### src/positional_insert_delete_array_assert.svh
// ----------------------------------------------------------------------------
// Positional insert/delete array assertion macros
// Concurrent checks that compile away when SYNTHESIS is set.
// ----------------------------------------------------------------------------
`ifndef POSITIONAL_INSERT_DELETE_ARRAY_ASSERT_SVH
`define POSITIONAL_INSERT_DELETE_ARRAY_ASSERT_SVH
`ifndef SYNTHESIS
// Same-cycle implication, disabled during reset.
`define PIDA_ASSERT_NOW(label, clk, rst, ante, cons) \
  label: assert property (@(posedge clk) disable iff (rst) (ante) |-> (cons)) \
    else $error("assertion failed: same-cycle check");
// Next-cycle implication, disabled during reset.
`define PIDA_ASSERT_NEXT(label, clk, rst, ante, cons) \
  label: assert property (@(posedge clk) disable iff (rst) (ante) |=> (cons)) \
    else $error("assertion failed: next-cycle check");
`else
`define PIDA_ASSERT_NOW(label, clk, rst, ante, cons)
`define PIDA_ASSERT_NEXT(label, clk, rst, ante, cons)
`endif
`endif

### src/pida_pkg.sv
// ----------------------------------------------------------------------------
// Positional insert/delete array package
// Sizes, request and status codes, and the cell control bundle.
// ----------------------------------------------------------------------------
package pida_pkg;

  // Number of cells in the array.
  localparam int Depth = 16;
  // Bits to address one cell.
  localparam int SlotW = $clog2(Depth);
  // Bits of the entry count, which can hold Depth itself.
  localparam int CountW = $clog2(Depth + 1);
  // Width of the position field.
  localparam int PosW = 5;
  // Width used when comparing position against the count.
  localparam int CmpW = ((CountW > PosW) ? CountW : PosW) + 1;
  // Width of one entry.
  localparam int DataW = 32;

  typedef enum logic [1:0] {
    MODE_CLEAR  = 2'd0,
    MODE_INSERT = 2'd1,
    MODE_DELETE = 2'd2,
    MODE_READ   = 2'd3
  } mode_t;

  typedef enum logic [1:0] {
    STAT_DONE  = 2'd0,
    STAT_FULL  = 2'd1,
    STAT_RANGE = 2'd2
  } status_t;

  // What every cell does in a cycle.
  typedef enum logic [1:0] {
    OP_HOLD   = 2'd0,
    OP_INSERT = 2'd1,
    OP_DELETE = 2'd2
  } cell_op_t;

  // Broadcast control for the row of cells.
  typedef struct packed {
    cell_op_t           op;
    logic [SlotW-1:0]   slot;
    logic [DataW-1:0]   value;
  } cell_ctl_t;

endpackage

### src/positional_insert_delete_array.sv
// ----------------------------------------------------------------------------
// Positional insert/delete array
// Ordered array of signed entries held in a row of cells, with clear,
// insert at position, delete at position and read at position.
// ----------------------------------------------------------------------------
//  Channel  | Handshake                | Fields
//  ---------+--------------------------+-------------------------------
//  request  | in_valid / in_stall      | mode, position, value
//  result   | out_valid / out_stall    | status, data_out, count_out
//
// Every item is decoded, checked and applied to all cells in the cycle it
// is accepted, so one item is taken per clock unless the result side
// stalls; its result is in the output register in the cycle after. The
// row of cells shifts in parallel. Reset clears the count and the output
// valid; cell contents are left as they are. The request side stalls only
// while a result is held and the result side stalls.
// ----------------------------------------------------------------------------
`include "positional_insert_delete_array_assert.svh"

module positional_insert_delete_array (
  input  logic                          clk,
  input  logic                          rst,
  input  logic                          in_valid,
  output logic                          in_stall,
  input  logic [1:0]                    mode,
  input  logic [pida_pkg::PosW-1:0]     position,
  input  logic signed [31:0]            value,
  output logic                          out_valid,
  input  logic                          out_stall,
  output logic [1:0]                    status,
  output logic signed [31:0]            data_out,
  output logic [pida_pkg::CountW-1:0]   count_out
);

  logic [pida_pkg::CountW-1:0]  count;
  logic [pida_pkg::CountW-1:0]  count_next;
  logic                         in_acc;
  logic [pida_pkg::CmpW-1:0]    pos_ext;
  logic [pida_pkg::CmpW-1:0]    cnt_ext;
  logic [pida_pkg::PosW-1:0]    pos_m1;
  logic [pida_pkg::SlotW-1:0]   slot;
  pida_pkg::status_t            res_status;
  logic [pida_pkg::DataW-1:0]   res_data;
  pida_pkg::cell_ctl_t          ctl;
  pida_pkg::mode_t              req_mode;
  logic [pida_pkg::DataW-1:0]   cell_data [pida_pkg::Depth];

  // Handshake: a new item is taken unless a result is stuck at the output.
  assign in_stall = out_valid & out_stall;
  assign in_acc   = in_valid & ~in_stall;

  assign req_mode = pida_pkg::mode_t'(mode);
  assign pos_ext  = pida_pkg::CmpW'(position);
  assign cnt_ext  = pida_pkg::CmpW'(count);
  assign pos_m1   = position - pida_pkg::PosW'(1);
  assign slot     = pos_m1[pida_pkg::SlotW-1:0];

  // Decode the request, check it and form the cell control and the result.
  always_comb begin
    res_status = pida_pkg::STAT_DONE;
    res_data   = '0;
    count_next = count;
    ctl.op     = pida_pkg::OP_HOLD;
    ctl.slot   = slot;
    ctl.value  = value;
    unique case (req_mode)
      pida_pkg::MODE_CLEAR: begin
        count_next = '0;
      end
      pida_pkg::MODE_INSERT: begin
        if (count == pida_pkg::CountW'(pida_pkg::Depth)) begin
          res_status = pida_pkg::STAT_FULL;
        end else if (pos_ext == '0 || pos_ext > cnt_ext + pida_pkg::CmpW'(1)) begin
          res_status = pida_pkg::STAT_RANGE;
        end else begin
          ctl.op     = pida_pkg::OP_INSERT;
          count_next = count + pida_pkg::CountW'(1);
        end
      end
      default: begin
        if (pos_ext == '0 || pos_ext > cnt_ext) begin
          res_status = pida_pkg::STAT_RANGE;
        end else begin
          res_data = cell_data[slot];
          if (req_mode == pida_pkg::MODE_DELETE) begin
            ctl.op     = pida_pkg::OP_DELETE;
            count_next = count - pida_pkg::CountW'(1);
          end
        end
      end
    endcase
    if (!in_acc) begin
      ctl.op     = pida_pkg::OP_HOLD;
      count_next = count;
    end
  end

  // Row of cells; each one sees its neighbors on both sides.
  for (genvar i = 0; i < pida_pkg::Depth; i++) begin : g_cell
    logic [pida_pkg::DataW-1:0] left_d;
    logic [pida_pkg::DataW-1:0] right_d;
    if (i == 0) begin : g_first
      assign left_d = cell_data[i];
    end else begin : g_mid_l
      assign left_d = cell_data[i-1];
    end
    if (i == pida_pkg::Depth - 1) begin : g_last
      assign right_d = cell_data[i];
    end else begin : g_mid_r
      assign right_d = cell_data[i+1];
    end
    pida_cell u_cell (
      .clk        (clk),
      .ctl        (ctl),
      .idx        (pida_pkg::SlotW'(i)),
      .left_data  (left_d),
      .right_data (right_d),
      .data       (cell_data[i])
    );
  end

  // Entry count.
  always_ff @(posedge clk) begin
    if (rst) begin
      count <= '0;
    end else begin
      count <= count_next;
    end
  end

  // Output valid.
  always_ff @(posedge clk) begin
    if (rst) begin
      out_valid <= 1'b0;
    end else if (in_acc) begin
      out_valid <= 1'b1;
    end else if (!out_stall) begin
      out_valid <= 1'b0;
    end
  end

  // Result register, loaded with each accepted item.
  always_ff @(posedge clk) begin
    if (in_acc) begin
      status    <= res_status;
      data_out  <= res_data;
      count_out <= count_next;
    end
  end

  // Checks on the block's own logic.
  `PIDA_ASSERT_NOW(a_count_max, clk, rst, 1'b1, count <= pida_pkg::CountW'(pida_pkg::Depth))
  `PIDA_ASSERT_NOW(a_stall_needs_result, clk, rst, in_stall, out_valid)
  `PIDA_ASSERT_NEXT(a_insert_grows, clk, rst, in_acc && req_mode == pida_pkg::MODE_INSERT && res_status == pida_pkg::STAT_DONE, count == $past(count) + pida_pkg::CountW'(1))
  `PIDA_ASSERT_NOW(a_full_at_depth, clk, rst, out_valid && status == pida_pkg::STAT_FULL, count_out == pida_pkg::CountW'(pida_pkg::Depth))

endmodule

### src/pida_cell.sv
// ----------------------------------------------------------------------------
// Positional insert/delete array cell
// Holds one entry and, on an insert or delete, takes its left neighbor,
// its right neighbor or the new value.
// ----------------------------------------------------------------------------
module pida_cell (
  input  logic                          clk,
  input  pida_pkg::cell_ctl_t           ctl,
  input  logic [pida_pkg::SlotW-1:0]    idx,
  input  logic [pida_pkg::DataW-1:0]    left_data,
  input  logic [pida_pkg::DataW-1:0]    right_data,
  output logic [pida_pkg::DataW-1:0]    data
);

  logic [pida_pkg::DataW-1:0] data_next;

  // Pick the next content of this cell.
  always_comb begin
    data_next = data;
    unique case (ctl.op)
      pida_pkg::OP_INSERT: begin
        if (idx > ctl.slot) begin
          data_next = left_data;
        end else if (idx == ctl.slot) begin
          data_next = ctl.value;
        end
      end
      pida_pkg::OP_DELETE: begin
        if (idx >= ctl.slot) begin
          data_next = right_data;
        end
      end
      default: begin
        data_next = data;
      end
    endcase
  end

  // Entry storage; it needs no reset since only entries below the count are read.
  always_ff @(posedge clk) begin
    data <= data_next;
  end

endmodule

### config.mk
export PLATFORM = sky130hd
export DESIGN_NAME = positional_insert_delete_array
export DESIGN_NICKNAME = d
export VERILOG_FILES = /design/src/pida_pkg.sv /design/src/positional_insert_delete_array.sv /design/src/pida_cell.sv
export VERILOG_INCLUDE_DIRS = /design/src /design/src/src
export SDC_FILE = /design/constraint.sdc
export NUM_CORES = 1
export LEC_CHECK = 0
export BUFFER_PORTS_ARGS = -buffer_cell sky130_fd_sc_hd__buf_2
export CAP_MARGIN = 25
export CORE_ASPECT_RATIO = 1.25
export CORE_MARGIN = 2
export CORE_UTILIZATION = 35
export CTS_BUF_LIST = sky130_fd_sc_hd__clkbuf_8
export DETAILED_ROUTE_END_ITERATION = 8
export SYNTH_ARGS = -nofsm -noshare
export SYNTH_HDL_FRONTEND = slang
export SYNTH_SLANG_ARGS = --single-unit
### constraint.sdc
create_clock -name clk -period 7.1 [get_ports clk]
set_clock_uncertainty 0.15 [all_clocks]
set_input_delay 1.42 -clock clk [delete_from_list [all_inputs] [get_ports clk]]
set_output_delay 1.42 -clock clk [all_outputs]
set_load 0.02 [all_outputs]
==> flow_summary_export.csv, run 1 <==
group,metric,value,unit
worst_setup_path,critPathArrivalTime,5.49,ns
power,p_per_area,225,mW/mm^2
die,dieArea,0.0934,sq mm
grt,grt_pass1_wl,141000,um
cts,cts_tree,"done",
status,status,"completed",
job,max-cap-violations,0,
final_layout,fillCellCount,8499,
grt,grt.busiest_layer,"met2",
final_layout,nets,2685,
final_layout,syn_to_final_growth,10.6,%
cts,clk_latency,0.71,ns
hold_path,worstHoldPathCells,2,
worst_setup_path,cp.required,7.39,ns
power,peakVddDrop,0.125,mV
detailed_routing,drt_iter0_markers,2222,
die,io_pins,84,
die,start_util,35.4,%
worst_setup_path,slowest_stage,"buf_4",
sta,finalCriticalPeriod,5.20,ns
cts,cts_hold_repair.buffers,0,
placement,portBuffers,83,
synthesis,ys.flop_type,"edfxtp_1",
worst_setup_path,cp-start-kind,"primary input",
detailed_routing,drt-total-wl,94400,um
grt,antenna_found_initial,7,
worst_setup_path,crit_chain,"buf_8, inv_1, ha_4, nor4b_2, a2111o_1, o21ba_2, or2_4, clkinv_2, ha_4, buf_4, buf_12, mux2_2",
synthesis,seq_area_frac_synth,52.3,%
final_layout,drive_above_1_share,18.1,%
cts,postCtsSetupBuffers,0,
sta,rsz0062_at_grt,"false",
sta,max_slew_margin,27.9,%
grt,grt_usage,19.9,%
sta,fin_ws,1.90,ns
placement,place_congestion,0.814,
power,power_leakage,0.0123,uW
cts,clockBufferDepth,3,
detailed_routing,vias_per_cell,5.70,
synthesis,yosys_register_bits,557,
placement,dp_hpwl,54000,um
sta,period_share,73.3,%
synthesis,synthDistinctLibCells,62,
detailed_routing,ant_nets,0,
cts,clockRootBuffer,"clkbuf_8",
cts,h-tree-depth,3,
hold_path,min_path_type,"reg -> reg",
synthesis,synth_edf_count,551,
sta,worst_slew_pin_slew,1.08,ns
synthesis,synth_cells,2620,
sta,tns,0,ns
sta,slew_violations,0,
detailed_routing,dr.pass1.iters,5,
worst_setup_path,max_stage_delay,0.71,ns
cts,clk_pin_slew,0.06,ns
worst_setup_path,crit_type,"in -> reg",
grt,met2_usage,33.8,%
cts,cts-resized-gates,0,
detailed_routing,wl_per_cell,24.3,um
sta,timing_hold_violations_final,0,
die,core,0.0900,sq mm
die,fp-row-count,123,
sta,setup_viol,0,
worst_setup_path,endpoint_kind,"flip-flop",
cts,cts_buffers,93,
grt,grtUsageMet3,3.42,%
synthesis,syn_nets,2681,
worst_setup_path,r2r_cells,14,
power,power.total,7930,uW
placement,dpl.cell_count,3714,
detailed_routing,vias,22100,
grt,use_met1,25.3,%
cts,cts_sinks,557,
grt,grt_pass1_vias,21800,
worst_setup_path,critPathMaxFanout,174,
synthesis,synth_area,0.0318,sq mm
synthesis,syn_avg_cell_area,12.2,sq um
placement,pre_cts_slack,1.19,ns
worst_setup_path,cp_common_cell,"ha_4",
grt,grt_overflow,0,
die,die_y,341,um
synthesis,ys_warn_count,0,
synthesis,async_flop_share,0,%
final_layout,instances_no_fill,3887,
sta,fmax,0.192,GHz
grt,grt_start_max_net_pins,212,
detailed_routing,route.detailed.drc,0,
die,die_w,274,um
## cell type report
class / instances / area [sq um] / share of cell area (%)
inverter: 17 / 65.1 / 0.185
clock buffer: 95 / 1310 / 3.71
sequential: 557 / 16700 / 47.3
multi-input combinational: 1813 / 14300 / 40.5
clock inverter: 70 / 350 / 0.994
antenna: 6 / 15.0 / 0.0426
timing repair buffer: 142 / 1060 / 3.02
tap: 1187 / 1490 / 4.22
## layer usage
layer | share of wire [%] | vias to the layer above
met1 | 40 | 11100
met4 | 3.6 | 6
met2 | 49 | 973
met5 | 0.034 | -
li1 | - | 9840
met3 | 7.3 | 190
## cells in the mapped netlist (2+ instances only)
| cell type | instances | area, sq um |
|---|---|---|
| edfxtp_1 | 551 | 16500 |
| o21ai_2 | 3 | 26.3 |
| nor2b_1 | 33 | 206 |
| nand2_1 | 561 | 2110 |
| nand3_1 | 9 | 45.0 |
| mux2_2 | 32 | 360 |
| mux2i_1 | 449 | 4490 |
| o41ai_1 | 2 | 17.5 |
| dfxtp_1 | 6 | 120 |
| nor4_1 | 2 | 12.5 |
| or4_1 | 2 | 15.0 |
| xnor2_1 | 4 | 35.0 |
| buf_1 | 5 | 18.8 |
| a31o_2 | 2 | 17.5 |
| buf_2 | 30 | 150 |
| o21ai_0 | 280 | 1400 |
| o21ai_1 | 175 | 876 |
| inv_1 | 15 | 56.3 |
| a31oi_1 | 6 | 37.5 |
| nor2_1 | 14 | 52.6 |
| buf_6 | 14 | 158 |
| nor2_2 | 3 | 18.8 |
| nor3_1 | 7 | 35.0 |
| buf_4 | 28 | 210 |
| o21ba_1 | 2 | 20.0 |
| o211ai_1 | 3 | 22.5 |
| mux4_2 | 160 | 3600 |
| a21oi_1 | 14 | 70.1 |
| clkbuf_1 | 156 | 586 |
| ha_1 | 18 | 225 |
| nand2b_1 | 3 | 18.8 |
## state kept, by name (all words and copies together) (netlist names)
name and cells:
count_out 5, g_cell.u_cell.data 512, count 5, data_out 32, status 2, out_valid 1
## power breakdown
part / internal, uW / switching, uW
sequential: 3840 / 91.8
clock: 1310 / 1370
combinational: 528 / 792
## through the flow
stage	util [%]	area (sq um)	hold WS (ns)
floorplan	-	31900	0.377
global placement	37.2	33500	0.391
global route	39.1	35200	0.420
detailed placement	37.2	33500	0.410
finish	39.1	35200	0.411
CTS	39.1	35200	0.395
## worst max-delay path: cells and delay by family
family                     cells  cell delay, ns
adders and majority gates      2            0.41
AOI/OAI and AO/OA              2            0.64
and+or+nand+nor                2            0.47
muxes                          1            0.41
buffers and inverters          5            1.90
## cell usage in the layout (no fill, tap or decap), drive strengths merged, types with 8 or more instances in the layout
cell | synthesis | layout
nand2 | 562 | 562
edfxtp | 551 | 551
o21ai | 458 | 458
mux2i | 449 | 449
mux4 | 160 | 160
buf | 77 | 142
clkbuf | 156 | 95
inv | 16 | 43
clkinv | 1 | 40
nor2b | 33 | 33
mux2 | 32 | 32
ha | 18 | 18
nor2 | 17 | 17
a21oi | 15 | 15
nand3 | 10 | 10
nor3 | 8 | 8
## cells by family (layout without fill, tap and decap cells)
logic type | after synthesis | count (layout) | share of synthesized area [%]
buffers and inverters | 250 | 324 | 3.73
multiplexers | 641 | 641 | 26.6
other | 0 | 6 | 0
flip-flops | 557 | 557 | 52.3
adder cells (fa/ha/maj) | 18 | 18 | 0.707
AO/OA/AOI/OAI | 500 | 500 | 8.18
AND/OR/NAND/NOR | 647 | 647 | 8.25
XOR/XNOR | 7 | 7 | 0.240
## path summary, 6_finish.rpt
path	start	end	slack, ns
hold / removal	g_cell[15].u_cell.data[18]	g_cell[14].u_cell.data[18]	0.41
setup reg to reg	count[0]	g_cell[10].u_cell.data[8]	2.15
hold reg to reg	g_cell[15].u_cell.data[18]	g_cell[14].u_cell.data[18]	0.41
setup / recovery	position[0]	g_cell[0].u_cell.data[22]	1.90
Power figures use the tool's default switching activity.
==> run 2, diff against run 1 <==
--- a/config.mk
+++ b/config.mk
@@ -6,6 +6,7 @@
 export SDC_FILE = /design/constraint.sdc
 export NUM_CORES = 1
 export LEC_CHECK = 0
+export ABC_AREA = 1
 export BUFFER_PORTS_ARGS = -buffer_cell sky130_fd_sc_hd__buf_2
 export CAP_MARGIN = 25
 export CORE_ASPECT_RATIO = 1.25
==> constraint.sdc (replaced) <==
create_clock -name clk -period 4.34 [get_ports clk]
set_clock_uncertainty 0.15 [all_clocks]
set_input_delay 0.868 -clock clk [delete_from_list [all_inputs] [get_ports clk]]
set_output_delay 0.868 -clock clk [all_outputs]
set_load 0.02 [all_outputs]
==> run 2 against run 1 <==
  * Sequential power is 64% higher
  * Clock-buffer cell count rose by 4
  * First-iteration DRC count is 65% higher
  * Utilization is 0.41 points higher
  * Total power up 70%
  * Combinational power grew 93%
  * Setup slack worse by 1.5 ns
  * Die area up 1.1%
  * Wire length increased by 24%
==> flow_summary_export.csv, run 2 <==
group,metric,value,unit
worst_setup_path,critPathMaxFanout,91,
final_layout,largest_reg_flops,512,
power,seq_power_share,47.9,%
final_layout,nets,3838,
cts,clockBufferDepth,3,
synthesis,yosysMostFrequentCell,"nand2_1",
sta,slew_violations,0,
die,die_w,275,um
die,core,0.0914,sq mm
die,io_pins,84,
worst_setup_path,endpoint_kind,"flip-flop",
final_layout,reg_top3,"g_cell.u_cell.data: 512 flops, data_out: 32 flops",
cts,clockRootBuffer,"clkbuf_8",
sta,max_slew_margin,32.7,%
sta,fmax,0.255,GHz
final_layout,mostFrequentLayoutCells,"nand2_1, edfxtp_1, o21ai_0",
synthesis,synth_edf_count,551,
hold_path,min_path_type,"in -> reg",
synthesis,async_flop_share,0,%
cts,clk_pin_slew,0.06,ns
cts,cts_sinks,557,
sta,finalCriticalPeriod,3.93,ns
grt,grt_start_max_net_pins,246,
detailed_routing,dr.pass1.iters,6,
detailed_routing,drt-total-wl,117000,um
cts,h-tree-depth,3,
detailed_routing,route.detailed.drc,0,
synthesis,synth.area.top_cells,"edfxtp_1, nand2_1, o21ai_0",
power,pwr-share-comb,18.9,%
cts,clk_latency,0.74,ns
synthesis,synth_top_area_share,51.4,%
worst_setup_path,max_stage_delay,0.43,ns
worst_setup_path,crit_type,"reg -> reg",
sta,worst_slew_pin_slew,1.01,ns
synthesis,synth_cells,3815,
cts,cts_hold_repair.buffers,0,
sta,period_share,90.5,%
detailed_routing,vias,29300,
worst_setup_path,cp.required,4.61,ns
cts,cts_tree,"done",
synthesis,synthDistinctLibCells,37,
synthesis,seq_area_frac_synth,51.8,%
power,pwr-share-clk,33.2,%
sta,timing_hold_violations_final,0,
grt,grt_overflow,0,
synthesis,yosys_register_bits,557,
sta,rsz0062_at_grt,"false",
power,power_leakage,0.0136,uW
power,switching_share,31.6,%
placement,pre_cts_slack,0.280,ns
die,dieArea,0.0945,sq mm
placement,place_congestion,0.842,
final_layout,largest-register,"g_cell.u_cell.data",
grt,grt_usage,24.4,%
cts,postCtsSetupBuffers,0,
power,p_sw,4250,uW
final_layout,syn_to_final_growth,12.2,%
die,start_util,35.2,%
sta,fin_ws,0.411,ns
worst_setup_path,slowest_stage,"dfxtp_1",
die,fp-row-count,124,
placement,dp_hpwl,69100,um
placement,placed_area,0.0344,sq mm
grt,antenna_found_initial,7,
worst_setup_path,rrSetupSlack,0.41,ns
worst_setup_path,cp_common_cell,"inv_1",
synthesis,syn_nets,3876,
power,p_per_area,372,mW/mm^2
detailed_routing,vias_per_cell,5.81,
synthesis,syn_avg_cell_area,8.44,sq um
worst_setup_path,cp-start-kind,"flip-flop",
worst_setup_path,critPathArrivalTime,4.20,ns
final_layout,drive_above_1_share,9.99,%
status,status,"completed",
synthesis,yosysTopAreaCell,"edfxtp_1",
detailed_routing,drt_iter0_markers,3674,
synthesis,ys.flop_type,"edfxtp_1",
job,max-cap-violations,0,
die,die_y,343,um
synthesis,synth_area,0.0322,sq mm
detailed_routing,ant_nets,0,
final_layout,layout_commonest_cell,"nand2_1",
synthesis,netlist_top_cells_count,"nand2_1, edfxtp_1, o21ai_0",
power,p_int,9200,uW
detailed_routing,wl_per_cell,23.2,um
cts,cts-resized-gates,0,
cts,cts_buffers,97,
power,peakVddDrop,0.222,mV
worst_setup_path,crit_chain,"ha_1, xor2_1, inv_1, ha_1, nand2_1, inv_1, nand3_1, o21ai_0, inv_1, nand2_2, nand3_2, nor2_4, inv_1, ha_4, buf_4, inv_8, buf_12, o21ai_0, a21oi_1, a21oi_1",
sta,setup_viol,0,
placement,portBuffers,83,
synthesis,ys_warn_count,0,
grt,grt_pass1_vias,27800,
final_layout,final_cell_area,0.0361,sq mm
grt,grt_pass1_wl,174000,um
-- run 2: cell count changes in the layout (fill, tap and decap cells not counted), sizes merged, moves of 62 or more --
cell / before / now
o221ai: 0 / 62
a22oi: 0 / 64
nor2: 17 / 156
nand2: 562 / 774
mux4: 160 / 0
mux2i: 449 / 0
inv: 43 / 403
o21ai: 458 / 905
a21oi: 15 / 337
o211ai: 3 / 98
-- run 2: logic make-up (layout without fill, tap and decap cells) --
logic type | count (synthesis) | in the layout | synth area share, %
DFF | 557 | 557 | 51.8
xor gates and xnor gates | 6 | 6 | 0.163
AOI/OAI and AO/OA | 1540 | 1540 | 26.4
buffers and inverters | 705 | 744 | 8.95
other | 0 | 2 | 0
and+or+nand+nor | 989 | 989 | 12.0
adders and majority gates | 18 | 18 | 0.699
-- run 2: final timing paths --
check,depth (start not counted),from,endpoint
setup / recovery,20,count[0],g_cell[9].u_cell.data[23]
hold / removal,2,rst,count[1]
setup reg to reg,20,count[0],g_cell[9].u_cell.data[23]
hold reg to reg,2,out_valid,out_valid
-- run 2: power by group through the flow --
| stage | sequential [uW] | combinational (uW) | clock, uW |
|---|---|---|---|
| after floorplan | 6560 | 1540 | 0 |
| after global placement | 6550 | 2460 | 0 |
| after detailed placement | 6550 | 2490 | 0 |
| after CTS | 6450 | 2500 | 4550 |
| after global routing | 6470 | 2760 | 4760 |
| final | 6450 | 2550 | 4460 |
-- run 2: layout make-up --
cell class | instances | area [sq um]
fill | 9187 | 55200
sequential | 557 | 16700
clock inverter | 77 | 328
timing repair buffer | 196 | 1860
antenna | 2 | 5.00
tap | 1197 | 1500
clock buffer | 99 | 1360
multi-input combinational | 2553 | 13000
inverter | 372 | 1420
-- run 2: routing by layer --
| metal | global-route usage, % | wire length (um) | vias up |
|---|---|---|---|
| li1 | - | - | 13300 |
| met1 | 32.9 | 47100 | 14100 |
| met2 | 38.8 | 54200 | 1652 |
| met3 | 3.98 | 11400 | 315 |
| met4 | 10.5 | 4610 | 2 |
| met5 | 0 | 13 | - |
-- run 2: worst max-delay path, delay by kind of cell, from the launching register on --
kind	cells	cell delay [ns]
buf+inv	7	1.14
fa+ha+maj	3	0.65
compound gates	4	0.52
flops	1	0.43
simple gates	5	0.42
xor+xnor	1	0.21
-- run 2: through the flow --
| step | hold slack, ns | std cells | utilization, % | TNS, ns | total power (uW) |
|---|---|---|---|---|---|
| 3_3_place_gp | 0.337 | 4872 | 37.6 | 0 | 9010 |
| 6_report | 0.233 | 5053 | 39.5 | 0 | 13500 |
| 4_1_cts | 0.173 | 5049 | 39.5 | 0 | 13500 |
| 2_1_floorplan | 0.383 | 3815 | - | -34.14 | 8090 |
| 3_5_place_dp | 0.361 | 4873 | 37.6 | 0 | 9040 |
| 5_1_grt | 0.203 | 5053 | 39.5 | 0 | 14000 |
